File: src/fnv1a_symbol_table_lookup_macros.svh
// ----------------------------------------------------------------------------
// fnv1a_symbol_table_lookup_macros
// Assertion helpers used by the symbol table top level.
// ----------------------------------------------------------------------------
`ifndef FNV1A_SYMBOL_TABLE_LOOKUP_MACROS_SVH
`define FNV1A_SYMBOL_TABLE_LOOKUP_MACROS_SVH

// Same-cycle implication, checked outside reset.
`define FSTL_ASSERT_NOW(label, clk, rstn, ante, cons, msg) \
    label: assert property (@(posedge clk) disable iff (!(rstn)) (ante) |-> (cons)) \
        else $error(msg);

// Next-cycle implication, checked outside reset.
`define FSTL_ASSERT_NEXT(label, clk, rstn, ante, cons, msg) \
    label: assert property (@(posedge clk) disable iff (!(rstn)) (ante) |=> (cons)) \
        else $error(msg);

`endif

File: src/fstl_pkg.sv
// ----------------------------------------------------------------------------
// fstl_pkg
// Types, codes and the hash step for the FNV-1a symbol table.
// ----------------------------------------------------------------------------
package fstl_pkg;

    localparam logic [31:0] FNV_BASIS = 32'd2166136261;
    localparam logic [31:0] FNV_PRIME = 32'd16777619;
    localparam int          ENTRY_W   = 10;

    localparam logic [1:0] FUNC_CLEAR  = 2'd0;
    localparam logic [1:0] FUNC_INSERT = 2'd1;
    localparam logic [1:0] FUNC_LOOKUP = 2'd2;

    localparam logic [1:0] REPLY_CLEAR  = 2'd0;
    localparam logic [1:0] REPLY_INSERT = 2'd1;
    localparam logic [1:0] REPLY_LOOKUP = 2'd2;

    typedef struct packed {
        logic [1:0]  func;
        logic [7:0]  name_byte;
        logic        last_byte;
        logic [31:0] new_address;
        logic [15:0] new_section;
        logic [7:0]  new_kind;
        logic [7:0]  new_binding;
    } in_item_t;

    typedef struct packed {
        logic [1:0]         reply_kind;
        logic               hit;
        logic               table_full;
        logic [ENTRY_W-1:0] entry_index;
        logic [31:0]        sym_hash;
        logic [31:0]        found_address;
        logic [15:0]        found_section;
        logic [7:0]         found_kind;
        logic [7:0]         found_binding;
    } out_item_t;

    // controller -> datapath
    typedef struct packed {
        logic       fold;       // fold a non-final byte into the running hash
        logic       name_done;  // fold the final byte, latch key and attributes
        logic [1:0] kind;       // reply kind latched with name_done
        logic       clear;      // empty the table
        logic       do_insert;  // append key or flag full
        logic       scan_start;
        logic       scan_step;
        logic       take_hit;
        logic       emit;       // load the output register
    } dp_cmd_t;

    // datapath -> controller
    typedef struct packed {
        logic match;
        logic scan_done;
        logic out_free;
    } dp_sts_t;

    // product kept modulo 2^32
    function automatic logic [31:0] fnv_fold(input logic [31:0] h, input logic [7:0] b);
        logic [31:0] mixed;
        mixed = h ^ {24'd0, b};
        return mixed * FNV_PRIME;
    endfunction

endpackage

File: src/fstl_ctrl.sv
// ----------------------------------------------------------------------------
// fstl_ctrl
// Controller: takes beats in idle, sequences insert, scan and reply.
// ----------------------------------------------------------------------------
module fstl_ctrl import fstl_pkg::*; (
    input  logic       aclk,
    input  logic       aresetn,
    input  logic       s_valid,
    output logic       s_ready,
    input  logic [1:0] s_func,
    input  logic       s_last,
    input  dp_sts_t    sts,
    output dp_cmd_t    cmd
);

    localparam logic [1:0] ST_IDLE  = 2'd0;
    localparam logic [1:0] ST_WRITE = 2'd1;
    localparam logic [1:0] ST_SCAN  = 2'd2;
    localparam logic [1:0] ST_EMIT  = 2'd3;

    logic [1:0] state_reg, state_next;
    logic       fire;

    assign s_ready = (state_reg == ST_IDLE);
    assign fire    = s_valid && s_ready;

    always_comb begin
        state_next = state_reg;
        cmd        = '0;
        unique case (state_reg)
            ST_IDLE: begin
                if (fire) begin
                    priority if (s_func == FUNC_CLEAR) begin
                        cmd.clear  = 1'b1;
                        state_next = ST_EMIT;
                    end else if (s_func == FUNC_INSERT || s_func == FUNC_LOOKUP) begin
                        if (!s_last) begin
                            cmd.fold = 1'b1;
                        end else if (s_func == FUNC_INSERT) begin
                            cmd.name_done = 1'b1;
                            cmd.kind      = REPLY_INSERT;
                            state_next    = ST_WRITE;
                        end else begin
                            cmd.name_done  = 1'b1;
                            cmd.kind       = REPLY_LOOKUP;
                            cmd.scan_start = 1'b1;
                            state_next     = ST_SCAN;
                        end
                    end else begin
                        // unused code: beat dropped
                        state_next = ST_IDLE;
                    end
                end
            end
            ST_WRITE: begin
                cmd.do_insert = 1'b1;
                state_next    = ST_EMIT;
            end
            ST_SCAN: begin
                priority if (sts.match) begin
                    cmd.take_hit = 1'b1;
                    state_next   = ST_EMIT;
                end else if (sts.scan_done) begin
                    state_next = ST_EMIT;
                end else begin
                    cmd.scan_step = 1'b1;
                end
            end
            ST_EMIT: begin
                if (sts.out_free) begin
                    cmd.emit   = 1'b1;
                    state_next = ST_IDLE;
                end
            end
            default: state_next = ST_IDLE;
        endcase
    end

    always_ff @(posedge aclk) begin
        if (!aresetn) begin
            state_reg <= ST_IDLE;
        end else begin
            state_reg <= state_next;
        end
    end

endmodule

File: config.mk
export PLATFORM = sky130hd
export DESIGN_NAME = fstl_ctrl
export DESIGN_NICKNAME = d
export VERILOG_FILES = /design/src/fnv1a_symbol_table_lookup_macros.svh /design/src/fstl_pkg.sv /design/src/fstl_ctrl.sv
export SDC_FILE = /design/constraint.sdc
export NUM_CORES = 1
export LEC_CHECK = 0
export BUFFER_PORTS_ARGS = -buffer_cell sky130_fd_sc_hd__buf_4
export CAP_MARGIN = 10
export CORE_AREA = 2 2 39 41
export CTS_CLUSTER_SIZE = 8
export DETAILED_ROUTE_END_ITERATION = 7
export DIE_AREA = 0 0 41 43
export SLEW_MARGIN = 0
export SYNTH_ARGS = -nofsm -noshare
export SYNTH_HDL_FRONTEND = slang
export SYNTH_SLANG_ARGS = --single-unit
File: constraint.sdc
create_clock -name aclk -period 1.6 [get_ports aclk]
set_clock_uncertainty 0.15 [all_clocks]
set_input_delay 0 -clock aclk [delete_from_list [all_inputs] [get_ports aclk]]
set_output_delay 0 -clock aclk [all_outputs]
set_load 0.005 [all_outputs]
; After elaboration in Yosys (flattened, before gate mapping)
; Index checks and enable logic that the tools add are counted.
[totals]
regBits = 2
[op_classes]
reduce_logical = 5
n_mux = 30
eq_ne = 9
[ops]
columns = op, n
row1 = $mux W2, 10
row2 = $mux W1, 14
row3 = $mux W5, 2
row4 = $mux W4, 2
row5 = $pmux W2 S4, 1
row6 = $eq A2 B2 Y1 const B, 3
row7 = $eq A2 B1 Y1 const B, 2
row8 = $logic_not A2 Y1, 2
row9 = $ne A4 B4 Y1 const B, 1
row10 = $reduce_and A4 Y1, 1
row11 = $mux W3, 1
row12 = $ne A3 B3 Y1 const B, 1
row13 = $ne A2 B1 Y1 const B, 1
row14 = $ne A2 B2 Y1 const B, 1
row15 = $logic_and A1 B1 Y1, 1
row16 = $logic_or A1 B1 Y1, 1

; Logic depth before layout (Yosys ltp)
[depth]
word_depth = 7
mapped_depth = 7
depth_no_buf = 6

; Worst setup path before layout
; No wires, ideal clock.
[synth_timing]
path_type = reg-to-output
start = register state_reg[0]
end = output port cmd[7] (netlist bit)
required_ns = 1.450
setup_slack_ns = 0.135
stages_incl_launch_ff = 8
arrival_ns = 1.315
cell_sequence = dfxtp_1 inv_1 ha_1 nand2b_1 nor2_1 and3_1 nor2b_1 buf_4
[synth_lines]
columns = item, line
row1 = "start, declared", fstl_ctrl.sv:21  ; logic [1:0] state_reg, state_next;
row2 = "start signal, assigned", fstl_ctrl.sv:83  ; state_reg <= state_next;
row3 = "end, declared", fstl_ctrl.sv:13  ; output dp_cmd_t cmd

==> impl_summary.md <==
Power
The share of total power dissipated in combinational logic is 0.688. Of the total power, registers draw 0.162. Summed over all cells, the static leakage comes to 0.2948 nW. The peak supply drop is 0.0003533 V. The areal power density over the cells is 1274 nW/um2.

Of the total power, the clock network draws 0.150. Of the total power, the share spent switching nets is 0.3641. The internal power of the cells is 0.4409 mW. The switching power of the nets is 0.2524 mW.

Cells and area
The number of diodes is 0. The register with the most flip-flops in the layout has 2 of them. Leaving out filler cells and counting taps, the final layout contains 77. At the end of the flow, the number of nets in the layout was 80.

Relative to the synthesized area, the layout overhead comes to 84.32%. The share of post-route cells with drive strength above 1 is 0.5246. The number of fill cells is 143. After routing the design area is 544.3 um2.

Critical path
The endpoint of the most critical register-to-register path is state_reg[1]. STA classifies the critical path endpoint as an output pin. The signal on the critical path passes through inv_4 -> ha_4 -> nand2b_4 -> nor2_4 -> and3_4 -> nor2b_4 -> buf_4. The biggest cell delay along the critical path is 0.35 ns. The number of cells on the worst reg-to-reg path is 5.

The startpoint kind of the worst setup timing path is a flop. The arrival time at the worst endpoint is 1.39 ns. In this run the register-to-register setup slack is 0.14 ns.

The kind of critical path is flop to output pin. The launch instance of the worst register-to-register path is state_reg[0]. Among all stages on the critical path, the largest delay is contributed by dfxtp_4. The critical-path maximum fanout is 5. Data on the critical path is required at its endpoint by 1.45 ns.

Logic synthesis
Synthesis inferred 2 register bits. The mean area per synthesized cell is 7.981 um2. After synthesis, the cell types taking the most area are ha_1 34%, dfxtp_1 14%, inv_1 8.9%.

By count the netlist is led by 8 x ha_1, 7 x inv_1, 3 x and3_1. The number of cells produced by synthesis is 37. The total of warnings raised by yosys is 0.

The share of synthesized area in the top cell type comes to 0.3390. For this run, asynchronously set or reset flops after synthesis account for 0. In this run, synthesis inferred 0 flip-flops with an integrated enable. The mapped cell area is 295.3 um2. In the post-synthesis netlist, the cell with the most instances is ha_1. The number of nets produced by synthesis is 54. Among all flip-flop cells after synthesis, the most frequent one is dfxtp_1. The biggest area contributor in the post-synthesis netlist is ha_1. The share of the Yosys chip area taken by registers is 0.1356. Yosys mapped the design onto 17 distinct sky130hd cell types.

Placed design
Routability-driven placement finished with a final weighted congestion of 0.6745. The placed instance area is 457.9 um2. The cell total after placement is 72.

The post-DP HPWL is 533.7 um. The total of buffers placed on input and output ports is 19.

Timing
The post-route clock period utilization is 0.9646. The final number of max-transition violations is 0. The final hold violation count is 0.

The smallest clock period supported by the final layout is computed as 1.543 ns. The maximum clock frequency is 648.0 MHz. The worst pin sits at a relative slew slack of 0.8077.

The slew at the pin with the worst max-slew slack is 0.2878 ns. Setup repair after global routing could not meet its margin everywhere. The number of setup violations in the final report is 0.

Worst hold path
The tightest min-delay check is of the primary input to flop type. The startpoint identified for the worst hold timing path is s_func[1]. The destination of the worst hold path is state_reg[1].

The hold-critical path depth is 4.

Global routing
Entering global routing, the biggest net connects 6 pins. The overall global routing resource usage is 0.07114. The initial antenna violation count is 0. The via count of the first global-routing pass is 277. The total congestion overflow is 0. The global-route wire length before repair is 917 um.

Clock tree
In this run the clock root is driven by a clkbuf_4. The TritonCTS clock tree is built. The longest clock path from root to sink contains 2 buffers. The clock sink count is 2. Clock-pin slew was measured on the worst setup and hold paths at 0.03 ns. The number of levels the H-tree was split into is 1. The number of buffers inserted during clock tree synthesis is 3.

The clock reaches the later pin of the worst-skew pair after 0.21 ns.

Route
In this run, the number of DRC markers left after iteration 0 of detailed routing was 2. Dividing the detail-routed wire length by the instance count gives 8.247 um. The total DRC errors in the routed layout is 0.

For this run, the detailed router's first-pass iteration total came to 2. The average vias per placed instance is 4.143. The post-route antenna net violation count is 0. The total number of vias is 319.

Summed over all layers, the routed wires come to 635 um.

Die
The effective utilization at floorplan is 0.2134. The die footprint is 1763 um2. The floorplan core area is 1384 um2. The placement row count is 14. From bottom edge to top edge, the die measures 43 um.

The floorplan step set the die width to 41 um. 20 I/O pins were placed.

Job
Max-cap violations in this run came to 0.

Status
The run finished with clean final reports.
## how the worst max path moves through the flow
| stage | start | to | slack [ns] | depth (start not counted) |
|---|---|---|---|---|
| CTS | state_reg[1] | cmd[3] | 0.005 | 7 |
| floorplan | state_reg[0] | cmd[7] | 0.14 | 7 |
| global route | state_reg[1] | cmd[3] | -0.03 | 7 |
| detailed placement | state_reg[1] | cmd[3] | 0.1 | 7 |
| finish | state_reg[1] | cmd[3] | 0.06 | 7 |
| global placement | state_reg[1] | cmd[3] | 0.14 | 7 |
## worst max-delay path: cells and delay by family (launching register included)
family / cells / cell delay (ns)
DFF: 1 / 0.35
and+or+nand+nor: 4 / 0.50
adders and majority gates: 1 / 0.16
buffers and inverters: 2 / 0.17
## cell type report
| class | count | area [um2] | share of cell area |
|---|---|---|---|
| tap | 16 | 20.02 | 0.03678 |
| inverter | 7 | 28.78 | 0.05287 |
| timing repair buffer | 22 | 167.7 | 0.3080 |
| sequential | 2 | 43.79 | 0.08046 |
| clock buffer | 3 | 22.52 | 0.04138 |
| multi-input combinational | 27 | 261.5 | 0.4805 |
## stage by stage
step             util  setup TNS, ns  power [mW]  hold WS [ns]  worst slack, ns
2_1_floorplan       -              0      0.3090       -0.1146           0.1352
3_3_place_gp   0.3309              0      0.4690        0.1039           0.1420
3_5_place_dp   0.3309              0      0.4672        0.1003          0.09515
4_1_cts        0.3662              0      0.6294       0.09790         0.005224
5_1_grt        0.3933       -0.05038      0.7728        0.1138         -0.02718
6_report       0.3933              0      0.6933       0.08717          0.05672
## cells in the final DEF, fill, tap and decap left out, drive strengths merged
cell / count
dlygate4sd3: 1
nor2: 1
mux2i: 2
nand2: 2
nand2b: 1
o21ai: 3
clkbuf: 3
nor2b: 1
and2: 2
buf: 21
a221o: 1
nor3b: 1
o21a: 1
inv: 7
ha: 8
dfxtp: 2
nor4: 1
and3: 3
## per-layer routing
layer	track usage	vias to the layer above	share of wire
met4	0.02000	0	0
met2	0.1188	10	0.51
met3	0.01571	0	0.088
li1	-	170	-
met5	0	-	0
met1	0.08626	139	0.40
## kinds of logic (layout without fill, tap and decap cells)
logic type	after synthesis	after routing	share of synthesized area
AND/OR/NAND/NOR	12	12	0.2331
adder cells (fa/ha/maj)	8	8	0.3390
buffers and inverters	8	32	0.1144
AO/OA/AOI/OAI	5	5	0.1102
multiplexers	2	2	0.06780
flip-flops	2	2	0.1356
## repair_timing
action | 4_1_cts | 5_1_grt
hold buffers | 1 | 0
resized for setup | 6 | 7
buffers inserted | 0 | 1
endpoints found under the setup margin | 2 | 2
pin swaps | 0 | 3
cloned | 0 | 0
hold endpoints to repair | 2 | 0
## power groups by stage
| stage | Sequential, mW | Clock, mW | Combinational (mW) |
|---|---|---|---|
| after floorplan | 0.0983 | 0 | 0.211 |
| after global placement | 0.0969 | 0 | 0.372 |
| after detailed placement | 0.0969 | 0 | 0.370 |
| after CTS | 0.104 | 0.110 | 0.416 |
| after global routing | 0.117 | 0.116 | 0.540 |
| final | 0.112 | 0.104 | 0.477 |
Note: power is estimated with default switching activity, not from simulation.
